[config.mk]
export PLATFORM = sky130hd
export DESIGN_NAME = xor_parity_fec_group_encoder
export DESIGN_NICKNAME = d
export VERILOG_FILES = /design/src/rtl/xpf_pkg.sv /design/src/rtl/xor_parity_fec_group_encoder.sv /design/src/rtl/xpf_lane.sv /design/src/rtl/xpf_merge.sv
export SDC_FILE = /design/constraint.sdc
export NUM_CORES = 2
export LEC_CHECK = 0
export BUFFER_PORTS_ARGS = -buffer_cell sky130_fd_sc_hd__buf_2
export CAP_MARGIN = 20
export CORE_MARGIN = 5
export CORE_UTILIZATION = 40
export CTS_CLUSTER_SIZE = 20
export DETAILED_ROUTE_END_ITERATION = 8
export PLACE_DENSITY = 0.64
export SETUP_SLACK_MARGIN = 0.1
export SLEW_MARGIN = 20
export SYNTH_ARGS = -nofsm -noshare
export SYNTH_HDL_FRONTEND = slang
export SYNTH_SLANG_ARGS = --single-unit
[constraint.sdc]
create_clock -name aclk -period 7.3 [get_ports aclk]
set_input_delay 0.365 -clock aclk [delete_from_list [all_inputs] [get_ports aclk]]
set_output_delay 0.365 -clock aclk [all_outputs]
set_load 0.05 [all_outputs]
[src/rtl/xpf_pkg.sv]
// Shared types, sizes and codes for the XOR parity group encoder.
// No dependencies; every other file imports this package.
package xpf_pkg;

    localparam int MAX_PAYLOAD = 256;
    localparam int WORD_BYTES  = 8;
    localparam int ROWS        = MAX_PAYLOAD / WORD_BYTES;
    localparam int ROW_W       = $clog2(ROWS);
    localparam int LEN_W       = $clog2(MAX_PAYLOAD + 1);
    localparam int WCNT_W      = $clog2(ROWS + 1);
    localparam int BYTE_SH     = $clog2(WORD_BYTES);
    localparam int NB_W        = 4;
    localparam int DEFAULT_GROUP = 4;

    localparam logic [1:0] KIND_DATA  = 2'd0;
    localparam logic [1:0] KIND_PDESC = 2'd1;
    localparam logic [1:0] KIND_PWORD = 2'd2;

    localparam logic OP_PAYLOAD = 1'b0;
    localparam logic OP_RESET   = 1'b1;

    typedef enum logic [1:0] {
        ST_RUN,
        ST_DESC,
        ST_PDESC,
        ST_PWORD
    } state_t;

    // One byte-lane update: XOR data into the lane's row when wr_en is set.
    typedef struct packed {
        logic             wr_en;
        logic [ROW_W-1:0] row;
        logic [7:0]       data;
    } lane_req_t;

    typedef logic [WORD_BYTES-1:0][7:0] lane_bytes_t;

endpackage

[src/rtl/xor_parity_fec_group_encoder.sv]
// XOR parity group encoder: payload words XOR into an eight-lane parity store.
// Depends on xpf_pkg, xpf_lane and xpf_merge.
//
// Payload words that are not last are taken one per cycle. A last word holds
// the input while its data descriptor goes to the output register; when it
// closes a group, the input stays held for the parity descriptor and
// ceil(max_length / 8) parity words, read row by row from the byte lanes,
// one per cycle unless the output side stalls. The store clears at once
// through per-row valid bits, so no clearing pass follows reset or a close.
module xor_parity_fec_group_encoder
    import xpf_pkg::*;
(
    input  logic             aclk,
    input  logic             aresetn,
    input  logic             cfg_wr_en,
    input  logic [7:0]       cfg_wr_data,
    input  logic             s_valid,
    output logic             s_ready,
    input  logic             s_operation,
    input  logic [63:0]      s_data_word,
    input  logic [NB_W-1:0]  s_valid_bytes,
    input  logic             s_last_word,
    output logic             m_valid,
    input  logic             m_ready,
    output logic [1:0]       m_kind,
    output logic [31:0]      m_seq_number,
    output logic [31:0]      m_group_number,
    output logic [LEN_W-1:0] m_packet_length,
    output logic [LEN_W-1:0] m_length_parity,
    output logic [63:0]      m_parity_word,
    output logic [NB_W-1:0]  m_parity_bytes,
    output logic             m_overflow,
    output logic             m_last
);

    state_t state_reg, state_next;

    logic [7:0]        gsize_reg;
    logic [LEN_W-1:0]  off_reg;
    logic              ovf_seen_reg;
    logic [LEN_W-1:0]  max_reg;
    logic [LEN_W-1:0]  xor_reg;
    logic [7:0]        pkts_reg;
    logic [31:0]       group_reg;
    logic [31:0]       seq_reg;
    logic [LEN_W-1:0]  desc_len_reg;
    logic              desc_ovf_reg;
    logic              close_reg;
    logic [ROW_W-1:0]  idx_reg;

    logic              m_valid_reg;
    logic [1:0]        kind_reg;
    logic [31:0]       seq_out_reg;
    logic [31:0]       grp_out_reg;
    logic [LEN_W-1:0]  len_out_reg;
    logic [LEN_W-1:0]  lpar_out_reg;
    logic [63:0]       word_out_reg;
    logic [NB_W-1:0]   bytes_out_reg;
    logic              ovf_out_reg;
    logic              last_out_reg;

    // ingest
    logic              in_acc;
    logic              acc_payload;
    logic              acc_reset;
    logic [NB_W-1:0]   nb_eff;
    logic [LEN_W:0]    room;
    logic              ovf_now;
    logic [NB_W-1:0]   written;
    logic [LEN_W-1:0]  off_next;
    logic              ovf_any;
    logic [LEN_W-1:0]  max_next;
    logic [7:0]        pkts_next;
    logic [7:0]        limit;

    // drain
    logic [WCNT_W-1:0] words;
    logic              idx_last;
    logic              out_load;
    logic              grp_done;
    logic              lane_clear;
    lane_bytes_t       lane_bytes;
    logic [63:0]       merged_word;
    logic [NB_W-1:0]   merged_cnt;

    // result being loaded
    logic [1:0]        res_kind;
    logic [31:0]       res_seq;
    logic [LEN_W-1:0]  res_len;
    logic [LEN_W-1:0]  res_lpar;
    logic [63:0]       res_word;
    logic [NB_W-1:0]   res_bytes;
    logic              res_ovf;
    logic              res_last;

    lane_req_t         lane_req [WORD_BYTES];

    assign in_acc      = s_valid && s_ready;
    assign acc_payload = in_acc && (s_operation == OP_PAYLOAD);
    assign acc_reset   = in_acc && (s_operation == OP_RESET);

    always_comb begin
        nb_eff    = (s_valid_bytes > NB_W'(WORD_BYTES)) ? NB_W'(WORD_BYTES) : s_valid_bytes;
        room      = (LEN_W+1)'(MAX_PAYLOAD) - {1'b0, off_reg};
        ovf_now   = ({{(LEN_W+1-NB_W){1'b0}}, nb_eff} > room);
        written   = ovf_now ? room[NB_W-1:0] : nb_eff;
        off_next  = off_reg + LEN_W'(written);
        ovf_any   = ovf_seen_reg || ovf_now;
        max_next  = (off_next > max_reg) ? off_next : max_reg;
        pkts_next = pkts_reg + 8'd1;
        limit     = (gsize_reg == 8'd0) ? 8'(DEFAULT_GROUP) : gsize_reg;
    end

    // Each lane owns the store bytes whose offset is congruent to its index.
    for (genvar b = 0; b < WORD_BYTES; b++) begin : g_lane
        logic [BYTE_SH-1:0] k;
        logic [LEN_W:0]     pos;

        always_comb begin
            k   = BYTE_SH'(b) - off_reg[BYTE_SH-1:0];
            pos = {1'b0, off_reg} + (LEN_W+1)'(k);
            lane_req[b].wr_en = acc_payload && (NB_W'(k) < nb_eff)
                                && (pos < (LEN_W+1)'(MAX_PAYLOAD));
            lane_req[b].row   = (state_reg == ST_RUN) ? pos[BYTE_SH +: ROW_W] : idx_reg;
            lane_req[b].data  = s_data_word[8*k +: 8];
        end

        xpf_lane u_lane (
            .aclk    (aclk),
            .aresetn (aresetn),
            .req     (lane_req[b]),
            .clear   (lane_clear),
            .rd_byte (lane_bytes[b])
        );
    end

    xpf_merge u_merge (
        .lane_bytes (lane_bytes),
        .max_len    (max_reg),
        .word_idx   (idx_reg),
        .word       (merged_word),
        .cnt        (merged_cnt)
    );

    always_comb begin
        words    = WCNT_W'(({1'b0, max_reg} + (LEN_W+1)'(WORD_BYTES - 1)) >> BYTE_SH);
        idx_last = ({1'b0, idx_reg} == (words - WCNT_W'(1)));
    end

    // next state
    always_comb begin
        state_next = state_reg;
        case (state_reg)
            ST_RUN: begin
                if (acc_payload && s_last_word) begin
                    state_next = ST_DESC;
                end
            end
            ST_DESC: begin
                if (out_load) begin
                    state_next = close_reg ? ST_PDESC : ST_RUN;
                end
            end
            ST_PDESC: begin
                if (out_load) begin
                    state_next = (words == '0) ? ST_RUN : ST_PWORD;
                end
            end
            ST_PWORD: begin
                if (out_load && idx_last) begin
                    state_next = ST_RUN;
                end
            end
            default: state_next = ST_RUN;
        endcase
    end

    // outputs of the sequencer
    always_comb begin
        s_ready   = (state_reg == ST_RUN);
        out_load  = (state_reg != ST_RUN) && (!m_valid_reg || m_ready);
        grp_done  = 1'b0;
        res_kind  = KIND_DATA;
        res_seq   = '0;
        res_len   = '0;
        res_lpar  = '0;
        res_word  = '0;
        res_bytes = '0;
        res_ovf   = 1'b0;
        res_last  = 1'b0;
        case (state_reg)
            ST_DESC: begin
                res_kind = KIND_DATA;
                res_seq  = seq_reg;
                res_len  = desc_len_reg;
                res_ovf  = desc_ovf_reg;
                res_last = !close_reg;
            end
            ST_PDESC: begin
                res_kind = KIND_PDESC;
                res_seq  = seq_reg;
                res_len  = max_reg;
                res_lpar = xor_reg;
                res_last = (words == '0);
                grp_done = out_load && (words == '0);
            end
            ST_PWORD: begin
                res_kind  = KIND_PWORD;
                res_word  = merged_word;
                res_bytes = merged_cnt;
                res_last  = idx_last;
                grp_done  = out_load && idx_last;
            end
            default: begin
                res_kind = KIND_DATA;
            end
        endcase
    end

    assign lane_clear = acc_reset || grp_done;

    always_ff @(posedge aclk) begin
        if (!aresetn) begin
            state_reg    <= ST_RUN;
            gsize_reg    <= 8'(DEFAULT_GROUP);
            off_reg      <= '0;
            ovf_seen_reg <= 1'b0;
            max_reg      <= '0;
            xor_reg      <= '0;
            pkts_reg     <= '0;
            group_reg    <= '0;
            seq_reg      <= '0;
            close_reg    <= 1'b0;
            idx_reg      <= '0;
        end else begin
            state_reg <= state_next;
            if (cfg_wr_en) begin
                gsize_reg <= cfg_wr_data;
            end
            if (acc_reset) begin
                off_reg      <= '0;
                ovf_seen_reg <= 1'b0;
                max_reg      <= '0;
                xor_reg      <= '0;
                pkts_reg     <= '0;
                group_reg    <= '0;
                seq_reg      <= '0;
            end else if (acc_payload) begin
                if (s_last_word) begin
                    off_reg      <= '0;
                    ovf_seen_reg <= 1'b0;
                    max_reg      <= max_next;
                    xor_reg      <= xor_reg ^ off_next;
                    pkts_reg     <= pkts_next;
                    close_reg    <= (pkts_next >= limit);
                end else begin
                    off_reg      <= off_next;
                    ovf_seen_reg <= ovf_any;
                end
            end
            if (out_load && (state_reg == ST_DESC || state_reg == ST_PDESC)) begin
                seq_reg <= seq_reg + 32'd1;
            end
            if (out_load && state_reg == ST_PDESC) begin
                idx_reg <= '0;
            end else if (out_load && state_reg == ST_PWORD) begin
                idx_reg <= idx_reg + ROW_W'(1);
            end
            // close the group: clear its totals and advance
            if (grp_done) begin
                max_reg   <= '0;
                xor_reg   <= '0;
                pkts_reg  <= '0;
                group_reg <= group_reg + 32'd1;
            end
        end
    end

    always_ff @(posedge aclk) begin
        if (acc_payload && s_last_word) begin
            desc_len_reg <= off_next;
            desc_ovf_reg <= ovf_any;
        end
    end

    // output register
    always_ff @(posedge aclk) begin
        if (!aresetn) begin
            m_valid_reg <= 1'b0;
        end else if (out_load) begin
            m_valid_reg <= 1'b1;
        end else if (m_ready) begin
            m_valid_reg <= 1'b0;
        end
    end

    always_ff @(posedge aclk) begin
        if (out_load) begin
            kind_reg      <= res_kind;
            seq_out_reg   <= res_seq;
            grp_out_reg   <= group_reg;
            len_out_reg   <= res_len;
            lpar_out_reg  <= res_lpar;
            word_out_reg  <= res_word;
            bytes_out_reg <= res_bytes;
            ovf_out_reg   <= res_ovf;
            last_out_reg  <= res_last;
        end
    end

    assign m_valid         = m_valid_reg;
    assign m_kind          = kind_reg;
    assign m_seq_number    = seq_out_reg;
    assign m_group_number  = grp_out_reg;
    assign m_packet_length = len_out_reg;
    assign m_length_parity = lpar_out_reg;
    assign m_parity_word   = word_out_reg;
    assign m_parity_bytes  = bytes_out_reg;
    assign m_overflow      = ovf_out_reg;
    assign m_last          = last_out_reg;

`ifndef SYNTHESIS
    a_off_bound: assert property (@(posedge aclk) disable iff (!aresetn)
        off_reg <= LEN_W'(MAX_PAYLOAD))
        else $error("byte offset past capacity");

    a_last_to_desc: assert property (@(posedge aclk) disable iff (!aresetn)
        (acc_payload && s_last_word) |=> (state_reg == ST_DESC))
        else $error("last word did not start a data descriptor");

    a_pword_bytes: assert property (@(posedge aclk) disable iff (!aresetn)
        (out_load && state_reg == ST_PWORD) |-> (merged_cnt != '0))
        else $error("parity word with no bytes");

    a_grp_cleared: assert property (@(posedge aclk) disable iff (!aresetn)
        grp_done |=> (pkts_reg == '0 && max_reg == '0 && state_reg == ST_RUN))
        else $error("group totals not cleared at close");
`endif

endmodule

[src/rtl/xpf_lane.sv]
// One byte lane of the parity store: ROWS bytes with per-row valid bits.
// Depends on xpf_pkg for sizes and the lane request struct.
module xpf_lane
    import xpf_pkg::*;
(
    input  logic      aclk,
    input  logic      aresetn,
    input  lane_req_t req,
    input  logic      clear,
    output logic [7:0] rd_byte
);

    logic [7:0]      mem_reg [ROWS];
    logic [ROWS-1:0] vld_reg;

    // A row that was never written since the last clear reads as zero.
    assign rd_byte = vld_reg[req.row] ? mem_reg[req.row] : 8'h00;

    always_ff @(posedge aclk) begin
        if (req.wr_en) begin
            mem_reg[req.row] <= rd_byte ^ req.data;
        end
    end

    always_ff @(posedge aclk) begin
        if (!aresetn) begin
            vld_reg <= '0;
        end else if (clear) begin
            vld_reg <= '0;
        end else if (req.wr_en) begin
            vld_reg[req.row] <= 1'b1;
        end
    end

endmodule

[src/rtl/xpf_merge.sv]
// Merges the lane bytes of one store row into a parity word and its byte count.
// Depends on xpf_pkg for sizes and the lane byte array type.
module xpf_merge
    import xpf_pkg::*;
(
    input  lane_bytes_t        lane_bytes,
    input  logic [LEN_W-1:0]   max_len,
    input  logic [ROW_W-1:0]   word_idx,
    output logic [63:0]        word,
    output logic [NB_W-1:0]    cnt
);

    logic [LEN_W-1:0] base;
    logic [LEN_W-1:0] rem;

    always_comb begin
        base = LEN_W'(word_idx) << BYTE_SH;
        rem  = max_len - base;
        if (rem > LEN_W'(WORD_BYTES)) begin
            cnt = NB_W'(WORD_BYTES);
        end else begin
            cnt = rem[NB_W-1:0];
        end
        word = '0;
        for (int b = 0; b < WORD_BYTES; b++) begin
            // drop bytes past the group's longest packet
            if (NB_W'(b) < cnt) begin
                word[8*b +: 8] = lane_bytes[b];
            end
        end
    end

endmodule
Word level (Yosys, flattened, before mapping)
Memories as Yosys holds them, arrays and structs flattened. Index checks and enable logic that the tools add are counted.

Bits in registers: 537. Memory bits (writable): 2048. Bits of input ports: 83. Output and inout port bits: 156. Memories: 8.

Memory list: g_lane[0].u_lane.mem_reg (words 32, width 8, rd ports 1, clocked after memory_dff 0, write ports 1, line xpf_lane.sv:13) `logic [7:0] mem_reg [ROWS];`; g_lane[1].u_lane.mem_reg (words 32, width 8, rd ports 1, clocked after memory_dff 0, write ports 1, line xpf_lane.sv:13); g_lane[2].u_lane.mem_reg (words 32, width 8, rd ports 1, clocked after memory_dff 0, write ports 1, line xpf_lane.sv:13); g_lane[3].u_lane.mem_reg (words 32, width 8, rd ports 1, clocked after memory_dff 0, write ports 1, line xpf_lane.sv:13); g_lane[4].u_lane.mem_reg (words 32, width 8, rd ports 1, clocked after memory_dff 0, write ports 1, line xpf_lane.sv:13); g_lane[5].u_lane.mem_reg (words 32, width 8, rd ports 1, clocked after memory_dff 0, write ports 1, line xpf_lane.sv:13); +2 memories.

Add/sub/neg operators: 25. Magnitude comparators: 45. Equality and inequality tests: 8. Shifts and indexed selects: 8. Muxes and demuxes: 86. Bitwise logic cells: 20. Reduce and logical (&&, ||, !) cells: 64.

Operators with widths (number): $shiftx A64 B7 Y8 (8); $or A32 B32 Y32 (8); $mux W32 (3); $add A9 B3 Y10 (8); $lt A10 B9 Y1 const B (8); $mux W8 (9); $add A32 B1 Y32 const B (2); $xor A8 B8 Y8 (8); $lt A5 B6 Y1 const B (8); $bmux W1 S5 (8); $demux W1 S5 (8); $ge A5 B1 Y1 const B (8); $mux W5 (8); $mux W1 (35); $logic_and A1 B1 Y1 (34); $lt A3 B4 Y1 (8); $pmux W9 S2 (1); $reduce_and A2 Y1 (9); $lt A3 B4 Y1 const A (4); $mux W2 (6); $mux W4 (3); $sub A3 B3 Y3 const A (4); $gt A4 B10 Y1 (1); $sub A9 B9 Y10 const A (1); other kinds (36) (56).

Depth between registers and ports, before layout
Depth in word-level cells: 8. Depth in mapped cells: 31. Mapped depth without buffers: 25.

Modules after synthesis
A second synthesis with hierarchy kept.

Cells, all modules: 7144. Area, all modules: 108625.4 sq um.

Modules (own cells, without submodules): xpf_lane (g_lane[0].u_lane ...) (instances 7, cells an instance 675, area each 11436.0 sq um, sequential area each 8328.0 sq um); xor_parity_fec_group_encoder (instances 1, cells an instance 1617, area each 16128.0 sq um, sequential area each 7267.0 sq um); xpf_lane (g_lane[1].u_lane) (instances 1, cells an instance 675, area each 11466.0 sq um, sequential area each 8328.0 sq um); xpf_merge (instances 1, cells an instance 127, area each 979.7 sq um, sequential area each 0.0 sq um).

Least setup slack after synthesis
No wires, ideal clock.

Path kind: flip-flop to flip-flop. From: reg off_reg[1]. To: reg max_reg[0]. Library setup time: 128 ps. Data arrival time: 7502 ps. Required time: 7172 ps. Path slack: -330 ps. Cell stages (with the launch flop): 30. Period minus slack after synthesis: 7630 ps. Cell sequence: dfxtp_1 buf_2 buf_1 buf_1 inv_1 ha_1 inv_1 ha_1 clkbuf_1 inv_2 ha_1 inv_1 and4_1 a2111oi_1 o21ai_0 ha_1 a21o_1 a21oi_1 nor2b_1 o21ai_0 nor2_1 xor2_1 ha_1 nand2_1 nor3_1 nor3_1 o31a_1 clkbuf_1 mux2i_1 nor2_1.

Word-level cells in the longest chain between the ends: 6.

RTL lines: start: declaration (line xor_parity_fec_group_encoder.sv:39) `logic [LEN_W-1:0] off_reg;`; start signal: assignment (line xor_parity_fec_group_encoder.sv:257) `off_reg <= off_next;`; $sub A9 B9 Y10 (line xor_parity_fec_group_encoder.sv:104) `room = (LEN_W+1)'(MAX_PAYLOAD) - {1'b0, off_reg};`; $gt A4 B10 Y1 (line xor_parity_fec_group_encoder.sv:105) `ovf_now = ({{(LEN_W+1-NB_W){1'b0}}, nb_eff} > room);`; $mux W4 (line xor_parity_fec_group_encoder.sv:106) `written = ovf_now ? room[NB_W-1:0] : nb_eff;`; $add A9 B4 Y9 * (line xor_parity_fec_group_encoder.sv:107) `off_next = off_reg + LEN_W'(written);`; net off_next[7] (line xor_parity_fec_group_encoder.sv:70) `logic [LEN_W-1:0] off_next;`; $gt A9 B9 Y1 * (line xor_parity_fec_group_encoder.sv:109) `max_next = (off_next > max_reg) ? off_next : max_reg;`; $reduce_and A3 Y1 (no line) *; end signal: assignment (line xor_parity_fec_group_encoder.sv:252) `max_reg <= max_next;`; end: declaration (line xor_parity_fec_group_encoder.sv:41) `logic [LEN_W-1:0] max_reg;`.

The timed path passes the listed nets; every way through them passes the cells marked *. A chain may end at the register's enable or synchronous reset.

Worst setup path in the final report
From: reg off_reg[1]. To: reg max_reg[1].

The elaborated chain is that of the path after synthesis.

==> results by group <==
Final layout
  – Synthesis-to-layout area growth: 14.6%
  – Fin nets: 7257
  – Area of the multi-input gates: 32700 um2
  – Util after Layout: 46.1%
  – Seq. cell area: 73900 um2
  – Filler Cell Count: 22696
  – Max reg flops: 2048
  – Ratio of cells with drive above 1 in the final layout: 21.0%
  – Final Instance Area: 124000 um2

Timing
  – Relative slew margins: 20.1%
  – Min Tclk post-route: 6.50 ns
  – RSZ-0062 raised after global routing: false
  – Worst Tran Pin Value: 1.19 ns
  – Fmax: 154 MHz
  – Crit share post-route: 89.0%
  – Final hold vios: 0
  – Max-slew violation count: 0
  – # setup viols final: 0
  – Clock Skews: 0.0586 ns
  – Setup_tns: 0 ns

Clocking
  – CTS Buffer Depth: 4
  – CTS tree: built
  – Clk sinks: 2585
  – TritonCTS Buffers: 281
  – Clk Latency, worst-skew pair: 0.88 ns
  – Clock slew at reported path FFs: 0.07 ns
  – H-tree levels: 5
  – Post-CTS setup repair buffer count: 0
  – CTS Root Cell: clkbuf_16

Synthesis
  – Yosys cell types: 89
  – Synth Flop Type: edfxtp_1
  – Cell count after synthesis: 6756
  – Post-synthesis sequential area ratio: 68.4%
  – Syn nets: 6912
  – Largest area contributor in the netlist: edfxtp_1
  – Async set-reset flop share out of synthesis: 0%
  – Yosys warns: 0
  – Synth area leaders: edfxtp_1, mux4_2, dfxtp_1
  – Cell with the most instances after synthesis: edfxtp_1
  – Top cells by count, synth: edfxtp_1, nor2_1, mux4_2
  – Synth Area per Inst: 16.0 um2
  – Mapped cell area: 108000 um2
  – FF+latch count, synth: 2585
  – Synth top area share: 61.5%
  – EDFF count, synth: 2212

Routing
  – Vias/cell: 5.83
  – DRC: 0
  – Final wirelength: 290000 um
  – Routed Antenna Nets: 0
  – DRT iter0 DRCs: 7157
  – Detailed Routing Iterations Pass 1: 6
  – Routed wire length per instance: 26.7 um
  – Via count: 63523

Worst setup path
  – Cell mode on critical path: ha_1
  – Crit path max fanout: 10
  – CP delay by family, top: compound AO/OA/AOI/OAI gates
  – Critical path's largest stage delay: 0.54 ns
  – Setup Crit Path Kind: reg -> reg
  – Bufs and invs on worst path: 3
  – Arrival time worst endpoint: 7.18 ns
  – Worst setup EP type: flop
  – Required time worst endpoint: 7.98 ns
  – Type of origin of the critical path: flop
  – CP cell instances: inv_1 -> ha_1 -> inv_1 -> ha_2 -> inv_2 -> ha_1 -> o21bai_1 -> a21oi_1 -> a2111oi_4 -> o21ai_0 -> ha_1 -> a21o_1 -> a21oi_1 -> nor2b_1 -> o21ai_0 -> nor2_1 -> xor2_1 -> ha_1 -> nand2_1 -> nor3_1 -> nor3_1 -> o31a_1 -> mux2i_1 -> nor2_1
  – Highest-delay cell along the critical path: o31a_1

Floorplan
  – Cell Rows: 190
  – I/O pin cnt: 239
  – Core Footprint: 268000 um2
  – Die height: 530 um
  – Initial Util: 40.2%
  – DIE WIDTH: 530 um
  – Die area: 280000 um2

Power
  – PwrDens: 334 nW/um2
  – Leak: 0.0394 uW
  – Final Power: 41300 uW
  – Max VDD drop: 192 uV

Global route
  – Largest net degree at the start of global routing: 113
  – Vias in the first global route: 62341
  – Initial antenna violation count: 20
  – All-Layer GR Usage: 20.2%
  – Total global routing overflow: 0
  – Global-route wire length before repair: 424000 um

Job
  – Max_cap viols: 0

Place
  – Placed cell areas: 114000 um2
  – HPWL after DPL: 192000 um
  – Port bufs: 238
  – Routability cong.: 0.899

Hold path
  – Hold Path Class: in -> reg

Run status
  – Outcome: complete, no violations
## cells in the final DEF, fill, tap and decap left out, drive strengths merged, types with 15 or more instances in the layout
| master | netlist | layout |
|---|---|---|
| bufinv | 0 | 22 |
| or3 | 25 | 25 |
| dlygate4sd3 | 0 | 21 |
| ha | 71 | 71 |
| buf | 211 | 453 |
| nor2 | 499 | 499 |
| dfxtp | 373 | 373 |
| nor2b | 57 | 57 |
| a211oi | 64 | 64 |
| xor2 | 68 | 68 |
| or4 | 33 | 33 |
| nor3 | 69 | 69 |
| and3 | 43 | 43 |
| or2 | 17 | 17 |
| a21o | 18 | 18 |
| xnor2 | 68 | 68 |
| clkinv | 0 | 91 |
| a21oi | 111 | 111 |
| o2111ai | 59 | 59 |
| o211ai | 100 | 100 |
| diode | 0 | 17 |
| and2 | 95 | 95 |
| inv | 74 | 85 |
| clkinvlp | 0 | 15 |
| nand3b | 15 | 15 |
| clkbuf | 201 | 365 |
| mux4 | 480 | 480 |
| o21a | 252 | 252 |
| edfxtp | 2212 | 2212 |
| mux2i | 439 | 439 |
| o221ai | 29 | 29 |
| nand2 | 436 | 436 |
| nand3 | 141 | 141 |
| o21ai | 80 | 80 |
| o22ai | 185 | 185 |
| a31oi | 29 | 29 |
| o22a | 17 | 17 |
| nor4 | 23 | 23 |
## final timing paths
kind,from,to,slack (ns),cells past startpoint
worst min-delay path,m_ready,m_valid$_SDFFE_PN0P_,0.29,3
worst min register to register,g_lane[3].u_lane.vld_reg[10]$_SDFFE_PP0P_,g_lane[3].u_lane.vld_reg[10]$_SDFFE_PP0P_,0.46,1
worst max register to register,off_reg[1]$_SDFFE_PP0P_,max_reg[1]$_SDFFE_PP0P_,0.80,24
worst max-delay path,off_reg[1]$_SDFFE_PP0P_,max_reg[1]$_SDFFE_PP0P_,0.80,24
## cells by family (layout without fill, tap and decap cells)
group | after synthesis | in the layout | synth area share [%]
AO/OA/AOI/OAI | 1053 | 1053 | 6.94
XOR/XNOR | 136 | 136 | 1.11
adder cells (fa/ha/maj) | 73 | 73 | 0.860
buffers and inverters | 486 | 1052 | 2.04
flip-flops | 2585 | 2585 | 68.4
multiplexers | 927 | 927 | 14.2
other | 0 | 17 | 0
AND/OR/NAND/NOR | 1496 | 1496 | 6.43
## worst min-delay path, cell delays in order
cell and delay [ns]:
buf_2 0.07, nand2b_1 0.33, a21oi_1 0.25
## what timing repair did
item / in CTS / in global routing
hold buffers: 21 / 0
gates resized for setup: 0 / 1
endpoints found under the hold margin: 23 / 0
setup endpoints to repair: 0 / 9
## cell type report
cell class	instances	area share (%)
Clock buffer	365	6.23
Clock inverter	139	1.24
Inverter	74	0.231
Antenna cell	17	0.0344
Multi-Input combinational cell	3685	26.4
Tap cell	3552	3.59
Timing Repair Buffer	474	2.51
Sequential cell	2585	59.7
## stage by stage
stage	worst slack [ns]	instances	hold WS, ns
6_report	0.801	10891	0.291
5_1_grt	0.309	10880	0.238
4_1_cts	0.577	10872	0.286
3_5_place_dp	0.662	10347	0.447
3_3_place_gp	0.720	10344	0.433
2_1_floorplan	0.240	6756	0.421
## report_power, final
part           leakage (uW)  internal [uW]  switching [uW]  total, uW
clock               0.00450           8300            5900      14200
combinational        0.0119           2430            6230       8660
sequential           0.0230          18400            99.5      18500
total                0.0394          29100           12200      41300
## metal layers
layer  part of all wire [%]  vias up  global-route usage [%]
li1                       -    27387                       -
met1                     40    32771                    27.3
met2                     47     2805                    31.8
met3                    8.5      554                    4.22
met4                    4.9        6                    8.72
met5                  0.011        -                       0
No activity file was read; power rests on OpenSTA's default activity.
